File: src/b2f_pkg.sv
// Shared types, constants and widths for the base-to-flowgram converter.
package b2f_pkg;

    localparam int FLOW_CAP      = 1024;
    localparam int MAX_ORDER_LEN = 32;

    localparam int ORDER_W = 2 * MAX_ORDER_LEN;
    localparam int LEN_W   = $clog2(MAX_ORDER_LEN + 1);
    localparam int POS_W   = $clog2(MAX_ORDER_LEN);
    localparam int LIM_W   = $clog2(FLOW_CAP + 1);
    localparam int FLOW_W  = 10;
    localparam int COUNT_W = 8;
    localparam int CFG_W   = 64;
    localparam int CIDX_W  = 2;

    localparam int QDEPTH  = 4;
    localparam int QPTR_W  = $clog2(QDEPTH);
    localparam int QCNT_W  = $clog2(QDEPTH + 1);

    // Configuration register indexes
    localparam logic [CIDX_W-1:0] CFG_FLOW_ORDER     = 2'd0;
    localparam logic [CIDX_W-1:0] CFG_FLOW_ORDER_LEN = 2'd1;
    localparam logic [CIDX_W-1:0] CFG_NUM_FLOWS      = 2'd2;

    // Reset values of the configuration registers
    localparam logic [CFG_W-1:0] RST_FLOW_ORDER     = 64'd0;
    localparam logic [5:0]       RST_FLOW_ORDER_LEN = 6'd4;
    localparam logic [10:0]      RST_NUM_FLOWS      = 11'd400;

    // Result status codes
    localparam logic [1:0] ST_NORMAL    = 2'd0;
    localparam logic [1:0] ST_EXHAUSTED = 2'd1;
    localparam logic [1:0] ST_ABSENT    = 2'd2;

    typedef struct packed {
        logic [1:0] base;
        logic       last_base;
    } base_beat_t;

    typedef struct packed {
        logic [FLOW_W-1:0]  flow_index;
        logic [COUNT_W-1:0] base_count;
        logic [1:0]         status;
        logic               end_of_read;
    } flow_beat_t;

    // Classified base as it waits between front and back
    typedef struct packed {
        logic [1:0] base;
        logic       last_base;
        logic       found;
    } qent_t;

    // Effective configuration, already clamped to range
    typedef struct packed {
        logic [ORDER_W-1:0] flow_order;
        logic [LEN_W-1:0]   order_len;
        logic [LIM_W-1:0]   flow_limit;
    } cfg_t;

endpackage

File: src/b2f_front.sv
// Front end: accepts bases and tags each with whether it occurs in the flow order.
module b2f_front
(
    input  logic                base_valid,
    output logic                base_stall,
    input  b2f_pkg::base_beat_t base_data,
    input  b2f_pkg::cfg_t       cfg,
    input  logic                q_full,
    output logic                q_push,
    output b2f_pkg::qent_t      q_entry
);

    logic found;

    // Search the active part of the order for the base
    always_comb
    begin
        found = 1'b0;
        for (int i = 0; i < b2f_pkg::MAX_ORDER_LEN; i++)
        begin
            if ((b2f_pkg::LEN_W'(i) < cfg.order_len) &&
                (cfg.flow_order[2*i +: 2] == base_data.base))
            begin
                found = 1'b1;
            end
        end
    end

    // Push while the queue has room
    assign base_stall        = q_full;
    assign q_push            = base_valid && !q_full;
    assign q_entry.base      = base_data.base;
    assign q_entry.last_base = base_data.last_base;
    assign q_entry.found     = found;

endmodule

File: src/b2f_queue.sv
// Short queue of classified bases between the front and back ends.
module b2f_queue
(
    input  logic           clk,
    input  logic           rst_n,
    input  logic           push,
    input  b2f_pkg::qent_t push_data,
    output logic           full,
    input  logic           pop,
    output logic           head_valid,
    output b2f_pkg::qent_t head_data
);

    b2f_pkg::qent_t                 mem_reg [b2f_pkg::QDEPTH];
    logic [b2f_pkg::QPTR_W-1:0]     wr_ptr_reg;
    logic [b2f_pkg::QPTR_W-1:0]     rd_ptr_reg;
    logic [b2f_pkg::QCNT_W-1:0]     count_reg;
    logic [b2f_pkg::QCNT_W-1:0]     count_next;
    logic                           do_pop;

    assign full       = (count_reg == b2f_pkg::QCNT_W'(b2f_pkg::QDEPTH));
    assign head_valid = (count_reg != '0);
    assign head_data  = mem_reg[rd_ptr_reg];
    assign do_pop     = pop && head_valid;

    always_comb
    begin
        count_next = count_reg;
        if (push && !do_pop)
        begin
            count_next = count_reg + 1'b1;
        end
        else if (!push && do_pop)
        begin
            count_next = count_reg - 1'b1;
        end
    end

    // Store entries
    always_ff @(posedge clk)
    begin
        if (push)
        begin
            mem_reg[wr_ptr_reg] <= push_data;
        end
    end

    // Advance pointers and fill level
    always_ff @(posedge clk or negedge rst_n)
    begin
        if (!rst_n)
        begin
            wr_ptr_reg <= '0;
            rd_ptr_reg <= '0;
            count_reg  <= '0;
        end
        else
        begin
            if (push)
            begin
                wr_ptr_reg <= wr_ptr_reg + 1'b1;
            end
            if (do_pop)
            begin
                rd_ptr_reg <= rd_ptr_reg + 1'b1;
            end
            count_reg <= count_next;
        end
    end

endmodule

File: src/b2f_back.sv
// Back end: walks flow order for the head base, up to one flow per free cycle.
module b2f_back
(
    input  logic                clk,
    input  logic                rst_n,
    input  b2f_pkg::cfg_t       cfg,
    input  logic                head_valid,
    input  b2f_pkg::qent_t      head_data,
    output logic                pop,
    output logic                flow_valid,
    input  logic                flow_stall,
    output b2f_pkg::flow_beat_t flow_data
);

    logic [b2f_pkg::FLOW_W-1:0]  flow_reg,  flow_next;
    logic [b2f_pkg::POS_W-1:0]   pos_reg,   pos_next;
    logic [b2f_pkg::COUNT_W-1:0] count_reg, count_next;
    logic                        fin_reg,   fin_next;
    logic                        out_valid_reg;
    b2f_pkg::flow_beat_t         out_reg;

    logic [b2f_pkg::POS_W-1:0]   pos_n;
    logic [b2f_pkg::LEN_W-1:0]   pos_inc;
    logic [b2f_pkg::POS_W-1:0]   pos_adv;
    logic [b2f_pkg::LEN_W-1:0]   slot_idx;
    logic [b2f_pkg::COUNT_W-1:0] count_sat;
    logic [b2f_pkg::LIM_W-1:0]   flow_wide;
    logic                        match;
    logic                        emit;
    logic                        done;
    logic                        out_free;
    logic                        advance;
    b2f_pkg::flow_beat_t         beat;

    // Normalise the stored slot and find the one after it
    assign pos_n     = ({1'b0, pos_reg} >= cfg.order_len) ? '0 : pos_reg;
    assign pos_inc   = {1'b0, pos_n} + 1'b1;
    assign pos_adv   = (pos_inc >= cfg.order_len) ? '0 : pos_inc[b2f_pkg::POS_W-1:0];
    assign slot_idx  = {pos_n, 1'b0};
    assign match     = (cfg.flow_order[slot_idx +: 2] == head_data.base);
    assign count_sat = (count_reg == '1) ? count_reg : count_reg + 1'b1;
    assign flow_wide = b2f_pkg::LIM_W'(flow_reg);

    // Decide one step for the head base
    always_comb
    begin
        flow_next        = flow_reg;
        pos_next         = pos_reg;
        count_next       = count_reg;
        fin_next         = fin_reg;
        emit             = 1'b0;
        done             = 1'b1;
        beat.flow_index  = flow_reg;
        beat.base_count  = count_reg;
        beat.status      = b2f_pkg::ST_NORMAL;
        beat.end_of_read = 1'b1;
        if (fin_reg)
        begin
            // drop bases until the read closes
            if (head_data.last_base)
            begin
                flow_next  = '0;
                pos_next   = '0;
                count_next = '0;
                fin_next   = 1'b0;
            end
        end
        else if ((flow_wide >= cfg.flow_limit) || !head_data.found ||
                 (!match && (flow_wide + 1'b1 >= cfg.flow_limit)))
        begin
            // end the read early
            emit        = 1'b1;
            beat.status = head_data.found ? b2f_pkg::ST_EXHAUSTED : b2f_pkg::ST_ABSENT;
            if (flow_wide >= cfg.flow_limit)
            begin
                beat.status = b2f_pkg::ST_EXHAUSTED;
            end
            if (head_data.last_base)
            begin
                flow_next  = '0;
                pos_next   = '0;
                count_next = '0;
                fin_next   = 1'b0;
            end
            else
            begin
                pos_next = pos_n;
                fin_next = 1'b1;
            end
        end
        else if (match)
        begin
            // place the base in the current flow
            beat.base_count = count_sat;
            if (head_data.last_base)
            begin
                emit       = 1'b1;
                flow_next  = '0;
                pos_next   = '0;
                count_next = '0;
            end
            else
            begin
                pos_next   = pos_n;
                count_next = count_sat;
            end
        end
        else
        begin
            // close the current flow and move on
            emit             = 1'b1;
            done             = 1'b0;
            beat.end_of_read = 1'b0;
            flow_next        = flow_reg + 1'b1;
            pos_next         = pos_adv;
            count_next       = '0;
        end
    end

    assign out_free   = !out_valid_reg || !flow_stall;
    assign advance    = head_valid && (!emit || out_free);
    assign pop        = advance && done;
    assign flow_valid = out_valid_reg;
    assign flow_data  = out_reg;

    // Hold the read state
    always_ff @(posedge clk or negedge rst_n)
    begin
        if (!rst_n)
        begin
            flow_reg  <= '0;
            pos_reg   <= '0;
            count_reg <= '0;
            fin_reg   <= 1'b0;
        end
        else if (advance)
        begin
            flow_reg  <= flow_next;
            pos_reg   <= pos_next;
            count_reg <= count_next;
            fin_reg   <= fin_next;
        end
    end

    // Output beat register
    always_ff @(posedge clk or negedge rst_n)
    begin
        if (!rst_n)
        begin
            out_valid_reg <= 1'b0;
        end
        else if (advance && emit)
        begin
            out_valid_reg <= 1'b1;
        end
        else if (!flow_stall)
        begin
            out_valid_reg <= 1'b0;
        end
    end

    always_ff @(posedge clk)
    begin
        if (advance && emit)
        begin
            out_reg <= beat;
        end
    end

endmodule

File: src/base_to_flowgram_converter_top.sv
// Top level of the base-to-flowgram converter: configuration, front, queue and back.
// With the back end idle, an accepted base is written into the queue and becomes its head;
// the back end decides it there and registers its first flow beat in the output register.
// The back end takes one step per base plus one per flow it passes over, set by the single
// flow-stepping unit and held by output stalls; the four-entry queue absorbs the difference.
// Reset: clears read state, empties the queue and restores configuration defaults.
module base_to_flowgram_converter_top
(
    input  logic                         clk,
    input  logic                         rst_n,
    input  logic                         cfg_we,
    input  logic [b2f_pkg::CIDX_W-1:0]   cfg_index,
    input  logic [b2f_pkg::CFG_W-1:0]    cfg_data,
    input  logic                         base_valid,
    output logic                         base_stall,
    input  b2f_pkg::base_beat_t          base_data,
    output logic                         flow_valid,
    input  logic                         flow_stall,
    output b2f_pkg::flow_beat_t          flow_data
);

    logic [b2f_pkg::ORDER_W-1:0] order_reg;
    logic [5:0]                  len_reg;
    logic [10:0]                 nflows_reg;
    b2f_pkg::cfg_t               cfg;
    logic                        q_full;
    logic                        q_push;
    logic                        q_pop;
    logic                        head_valid;
    b2f_pkg::qent_t              q_entry;
    b2f_pkg::qent_t              head_data;

    // Configuration registers
    always_ff @(posedge clk or negedge rst_n)
    begin
        if (!rst_n)
        begin
            order_reg  <= b2f_pkg::RST_FLOW_ORDER;
            len_reg    <= b2f_pkg::RST_FLOW_ORDER_LEN;
            nflows_reg <= b2f_pkg::RST_NUM_FLOWS;
        end
        else if (cfg_we)
        begin
            case (cfg_index)
                b2f_pkg::CFG_FLOW_ORDER:     order_reg  <= cfg_data;
                b2f_pkg::CFG_FLOW_ORDER_LEN: len_reg    <= cfg_data[5:0];
                b2f_pkg::CFG_NUM_FLOWS:      nflows_reg <= cfg_data[10:0];
                default:                     ;
            endcase
        end
    end

    // Clamp cycle length and flow budget into range
    always_comb
    begin
        cfg.flow_order = order_reg;
        if (len_reg == '0)
        begin
            cfg.order_len = b2f_pkg::LEN_W'(1);
        end
        else if (len_reg > 6'(b2f_pkg::MAX_ORDER_LEN))
        begin
            cfg.order_len = b2f_pkg::LEN_W'(b2f_pkg::MAX_ORDER_LEN);
        end
        else
        begin
            cfg.order_len = b2f_pkg::LEN_W'(len_reg);
        end
        if (nflows_reg == '0)
        begin
            cfg.flow_limit = b2f_pkg::LIM_W'(1);
        end
        else if (nflows_reg > 11'(b2f_pkg::FLOW_CAP))
        begin
            cfg.flow_limit = b2f_pkg::LIM_W'(b2f_pkg::FLOW_CAP);
        end
        else
        begin
            cfg.flow_limit = b2f_pkg::LIM_W'(nflows_reg);
        end
    end

    b2f_front u_front
    (
        .base_valid (base_valid),
        .base_stall (base_stall),
        .base_data  (base_data),
        .cfg        (cfg),
        .q_full     (q_full),
        .q_push     (q_push),
        .q_entry    (q_entry)
    );

    b2f_queue u_queue
    (
        .clk        (clk),
        .rst_n      (rst_n),
        .push       (q_push),
        .push_data  (q_entry),
        .full       (q_full),
        .pop        (q_pop),
        .head_valid (head_valid),
        .head_data  (head_data)
    );

    b2f_back u_back
    (
        .clk        (clk),
        .rst_n      (rst_n),
        .cfg        (cfg),
        .head_valid (head_valid),
        .head_data  (head_data),
        .pop        (q_pop),
        .flow_valid (flow_valid),
        .flow_stall (flow_stall),
        .flow_data  (flow_data)
    );

endmodule

File: config.mk
export PLATFORM = sky130hd
export DESIGN_NAME = base_to_flowgram_converter_top
export DESIGN_NICKNAME = d
export VERILOG_FILES = /design/src/b2f_pkg.sv /design/src/b2f_front.sv /design/src/b2f_queue.sv /design/src/b2f_back.sv /design/src/base_to_flowgram_converter_top.sv
export SDC_FILE = /design/constraint.sdc
export NUM_CORES = 1
export LEC_CHECK = 0
export BUFFER_PORTS_ARGS = -buffer_cell sky130_fd_sc_hd__buf_2
export CAP_MARGIN = 5
export CORE_UTILIZATION = 35
export CTS_CLUSTER_SIZE = 25
export DETAILED_ROUTE_END_ITERATION = 7
export PLACE_DENSITY = 0.64
export SETUP_SLACK_MARGIN = 0.5
export SYNTH_ARGS = -nofsm -noshare
export SYNTH_HDL_FRONTEND = slang
export SYNTH_SLANG_ARGS = --single-unit
File: constraint.sdc
create_clock -name clk -period 5.55 [get_ports clk]
set_clock_uncertainty 0.05 [all_clocks]
set_input_delay 0.555 -clock clk [delete_from_list [all_inputs] [get_ports clk]]
set_output_delay 0.555 -clock clk [all_outputs]
set_load 0.005 [all_outputs]
==> flow_summary.ini, run 1 <==
[placed_design]
dpl.hpwl_um = 15300
place.gp.congestion = 0.858
portBuffers = 96
placed_cells = 1180

[final_layout]
final_cells = 1215
final_cell_mix = dfrtp_1 (109), buf_2 (95), mux2_2 (88)
largest_register_ff_count = 64
area_growth_pct = 15.7
drive_gt1_frac = 0.294
final_util = 0.412
finalNetCount = 988
num_antenna_cells = 0
final_common_cell = dfrtp_1

[sta]
setup_tns_ps = 0
period_needed_ps = 4560
rsz0062_at_grt = no
worstMarginPinSlew_ps = 1000
whs_ps = 119
hold_violations = 0
min_period_over_period = 0.821
report.final.slew_viol_count = 0
fmax_mhz = 219
setup_viol = 0
max_slew_margin = 0.332

[global_routing]
track_usage = 0.166
antenna_found_initial = 0
busiest_layer = met2
grt_max_degree = 65
grt_pass1_wl_um = 34100
met2_usage = 0.272
use_met1 = 0.223
grtUsageMet3 = 0.0312
grt_pass1_vias = 6340
overflow = 0

[worst_setup_path]
start_kind = register
rr_endpoint = u_queue.count_reg[2]
critPathKind = reg2reg
worst-path-max-fanout = 15
r2r_start = len_reg[3]
cp.required_ps = 5850
reg2regPathDepth = 19
r2r_slack_ps = 990
cp.arrival_ps = 4850
cp-end-kind = register

[logic_synthesis]
synth-edff-count = 37
ys.flop_type = dfrtp_1
synth_top_area_share = 0.304
ys_ff_latch = 150
synthArstFlopShare = 0.753
syn-cell-area_um2 = 8970
yosysUniqueCellTypes = 84
synth_area_leaders = dfrtp_1 (30%), edfxtp_1 (12%), mux2_2 (11%)
synthesis.nets = 901
yosys_warnings = 0
avgSynthCellArea_um2 = 11.4
seq_area_frac_synth = 0.440
netlist_instances = 785
synth_top_area_cell = dfrtp_1

[drt]
drt-initial-drc-count = 374
detail_route.vias_per_cell = 5.17
dr_total_vias = 6280
wirelength_um = 20500
drt.antenna.violating_nets = 0
firstDrtPassIters = 5
wl_per_cell_um = 16.9
drc = 0

[clocking]
clock_sinks = 150
htree_levels = 4
clock_latency_ps = 420
clkTransAtPathRegs_ps = 60
cts_tree = built
clock_tree.root_cell = clkbuf_16
numCtsBuffers = 17
cts_buffer_depth = 2

[worst_hold_path]
hold_path.class = in2async

[power]
p_per_area_nw_per_um2 = 464
total_power_mw = 4.81
peakVddDrop_uv = 252
p_leak_nw = 4.33

[die]
fp.dieH_um = 162
coreArea_um2 = 25200
rows = 58
start_util = 0.356
io_pins = 97
die_x_um = 162
die_area_um2 = 26300

[status]
status = finished clean

[job]
drv_cap = 0
## power breakdown
group | internal [mW] | total [mW] | switching [mW]
combinational | 0.868 | 1.88 | 1.01
sequential | 1.45 | 1.73 | 0.273
clock | 0.750 | 1.21 | 0.457
total | 3.07 | 4.81 | 1.74
## through the flow
stage | instance area [µm²] | setup WS [ps]
floorplan | 8970 | 1020
global placement | 9740 | 1070
detailed placement | 9740 | 983
CTS | 10400 | 973
global route | 10400 | 529
finish | 10400 | 993
## kinds of logic (layout without fill, tap and decap cells)
kind of cell,Yosys count,count (layout),synth area share
simple gates,197,197,0.112
flops,150,150,0.440
compound gates,143,143,0.119
mux,111,111,0.157
xor+xnor,82,82,0.0821
buf+inv,59,159,0.0296
fa+ha+maj,43,43,0.0605
## area by class of cell
class / instances / area [µm²]
well taps: 330 / 413
flip-flops and latches: 150 / 3940
multi-input cells: 576 / 4770
clock buffers: 19 / 433
clock inverters: 13 / 180
fillers: 2407 / 14800
repair buffers: 106 / 558
inverters: 21 / 78.8
## critical path, stage by stage (launching register included)
cell	delay, ps
dfrtp_1	480
nor3_1	270
nand2_1	100
a21oi_1	310
ha_1	300
nor2b_1	100
o21ai_0	80
a41oi_1	210
buf_4	220
nor2_1	50
a31oi_1	400
xnor2_4	210
a21oi_4	440
or2_1	210
ha_1	180
inv_1	60
fa_1	370
xor2_1	170
nor2_1	110
xor2_1	140
## timing repair
item                                    4_1_cts  5_1_grt
setup buffers                                 0        3
hold buffers                                  0        0
gates resized for setup                       0        0
endpoints found under the setup margin        0        1
## worst max path at each step
stage / end / startpoint / slack (ps) / depth (start not counted)
floorplan: u_back.flow_data[0] / len_reg[3] / 1020 / 14
global placement: u_queue.count_reg[1] / len_reg[3] / 1070 / 17
detailed placement: u_queue.count_reg[2] / len_reg[3] / 980 / 19
CTS: u_queue.count_reg[2] / len_reg[3] / 970 / 19
global route: u_queue.count_reg[2] / len_reg[3] / 530 / 19
finish: u_queue.count_reg[2] / len_reg[3] / 990 / 19
## layer usage
metal,wire length [µm],vias to the layer above
met3,770,28
met2,9800,152
met5,0,-
li1,-,3061
met4,387,0
met1,9540,3039
## cells in the mapped netlist, types with 4 or more instances
cell type and n:
or3_1 4, a31oi_1 12, and4_1 5, nand3b_1 4
xnor2_1 35, mux4_2 13, buf_2 11, o21ai_0 25
nand4_1 5, o22ai_1 7, edfxtp_1 37, a22o_1 12
a211o_1 4, nor3b_1 5, a211oi_1 5, o21a_1 8
buf_4 4, clkbuf_1 21, inv_1 19, dfstp_2 4
ha_1 41, a21oi_1 15, nor2b_1 10, mux2_2 88
o211ai_1 5, nand2_1 61, nor4_1 6, nor3_1 17
a21o_1 6, nor2_1 39, o31ai_1 4, a32oi_1 4
mux2i_1 7, nand2b_1 11, xor2_1 46, dfrtp_1 109
and2_1 10, nand3_1 8
Note: power is estimated with default switching activity, not from simulation.
==> run 2: changes to the inputs <==
Clock period 5.55 ns to 4.51 ns, I/O delays scaled along.
==> flow_summary.ini, run 2 (same netlist as run 1, synthesis figures left out) <==
[worst_setup_path]
crit_top_cell = xor2_1
critPathKind = reg2reg
cp.arrival_ps = 4200
crit_family = simple AND/OR/NAND/NOR gates
worst-path-max-fanout = 3
start_kind = register
cp_cell_sequence = nor4_2, a31oi_1, nor2_2, buf_6, ha_4, a21boi_1, o21a_1, o21ai_1, a21o_1, a31oi_4, or4_4, a21oi_4, or2_1, ha_2, inv_2, fa_2, xor2_1, nor2_1, xor2_1
cpMaxStageDelayCell = or4_4
max_stage_delay_ps = 560
cp-end-kind = register
critPathBufInv = 2
cp.required_ps = 4810

[worst_hold_path]
hold_path.class = in2reg

[clocking]
clock_sinks = 150
numCtsBuffers = 17
cts_tree = built
clkTransAtPathRegs_ps = 70
clock_latency_ps = 430
cts_buffer_depth = 2
htree_levels = 4
clock_tree.root_cell = clkbuf_16

[final_layout]
area.sequential_um2 = 3960
area_growth_pct = 21.8
drive_gt1_frac = 0.380
num_antenna_cells = 0
final_common_cell = dfrtp_1
fillers = 2363
finalNetCount = 1029
stdcell_area_um2 = 10900
multi_input_area_um2 = 5010
largest_register_ff_count = 64
final_cell_mix = dfrtp_1 (98), buf_2 (95), mux2_2 (88)

[global_routing]
overflow = 0
antenna_found_initial = 0
grt_pass1_vias = 6267
grt_max_degree = 65
track_usage = 0.165
grt_pass1_wl_um = 33800

[sta]
min_period_over_period = 0.866
setup_tns_ps = 0
hold_violations = 0
worstMarginPinSlew_ps = 831
setup_viol = 0
max_slew_margin = 0.446
setup_ws_ps = 603
whs_ps = 204
rsz0062_at_grt = yes
fmax_mhz = 256
period_needed_ps = 3910
report.final.slew_viol_count = 0

[die]
start_util = 0.356
io_pins = 97
die_area_um2 = 26300
fp.dieH_um = 162
die_x_um = 162
rows = 58
coreArea_um2 = 25200

[power]
p_leak_nw = 4.54
total_power_mw = 6.20
p_per_area_nw_per_um2 = 567
peakVddDrop_uv = 277

[placed_design]
dp_slack_ps = 98.7
place_area_um2 = 9890
dpl.hpwl_um = 15800
portBuffers = 96
place.gp.congestion = 0.883

[drt]
firstDrtPassIters = 5
dr_total_vias = 6491
detail_route.vias_per_cell = 5.17
drt.antenna.violating_nets = 0
wl_per_cell_um = 17.0
drt-initial-drc-count = 279
wirelength_um = 21400
drc = 0

[status]
status = finished clean

[job]
drv_cap = 0
run 2: changes by cell type in the layout (fill, tap and decap cells not counted), moves of 5 or more:
cell | before | now
o21ai_0 | 25 | 20
ha_4 | 0 | 6
o21ai_1 | 1 | 6
ha_1 | 41 | 34
dfrtp_1 | 109 | 98
dfrtp_2 | 0 | 11
buf_4 | 11 | 49
run 2: layout make-up:
type	count	share of cell area
Clock buffer	18	0.0393
Sequential cell	150	0.362
Tap cell	330	0.0378
Inverter	21	0.00767
Multi-Input combinational cell	576	0.459
Clock inverter	14	0.0143
Timing Repair Buffer	147	0.0801
run 2: through the flow:
stage	std cells	utilization
4_1_cts	1239	0.421
6_report	1256	0.434
3_3_place_gp	1196	0.393
5_1_grt	1256	0.434
2_1_floorplan	785	-
3_5_place_dp	1196	0.393
run 2: final timing paths:
check                                          start                    to  slack (ps)  cells after the start
worst min-delay path                    cfg_data[63]         order_reg[63]         200                      2
worst max register to register         nflows_reg[3]  u_queue.count_reg[2]         600                     19
max in group asynchronous                      rst_n            len_reg[5]        3060                      3
worst max-delay path                   nflows_reg[3]  u_queue.count_reg[2]         600                     19
worst min register to register  u_queue.count_reg[2]  u_queue.count_reg[2]         440                      1
min in group asynchronous                      rst_n    u_back.flow_reg[8]         310                      2
run 2: worst register-to-register path: stages (launching register included):
cell      delay (ps)
dfrtp_1          420
nor4_2           290
a31oi_1          130
nor2_2           150
buf_6            140
ha_4             110
a21boi_1          50
o21a_1           190
o21ai_1          150
a21o_1           180
a31oi_4          130
or4_4            560
a21oi_4          130
or2_1            140
ha_2             190
inv_2             40
fa_2             350
xor2_1           140
nor2_1           140
xor2_1           140
run 2: power by group:
group | internal, mW | switching, mW | total, mW
clock | 0.785 | 0.631 | 1.42
combinational | 1.28 | 1.41 | 2.69
sequential | 1.79 | 0.299 | 2.09
run 2: routing by layer:
layer	track usage	up-vias	part of all wire
met4	0.0364	0	0.011
met2	0.276	140	0.49
met5	0	-	0
met1	0.223	3186	0.46
met3	0.0289	18	0.037
li1	-	3147	-
run 2: timing repair:
item / CTS / global route
endpoints found under the hold margin: 3 / 0
setup buffers: 10 / 17
gates resized for setup: 12 / 50
pin swaps: 5 / 28
endpoints found under the setup margin: 31 / 28
hold buffers: 1 / 0
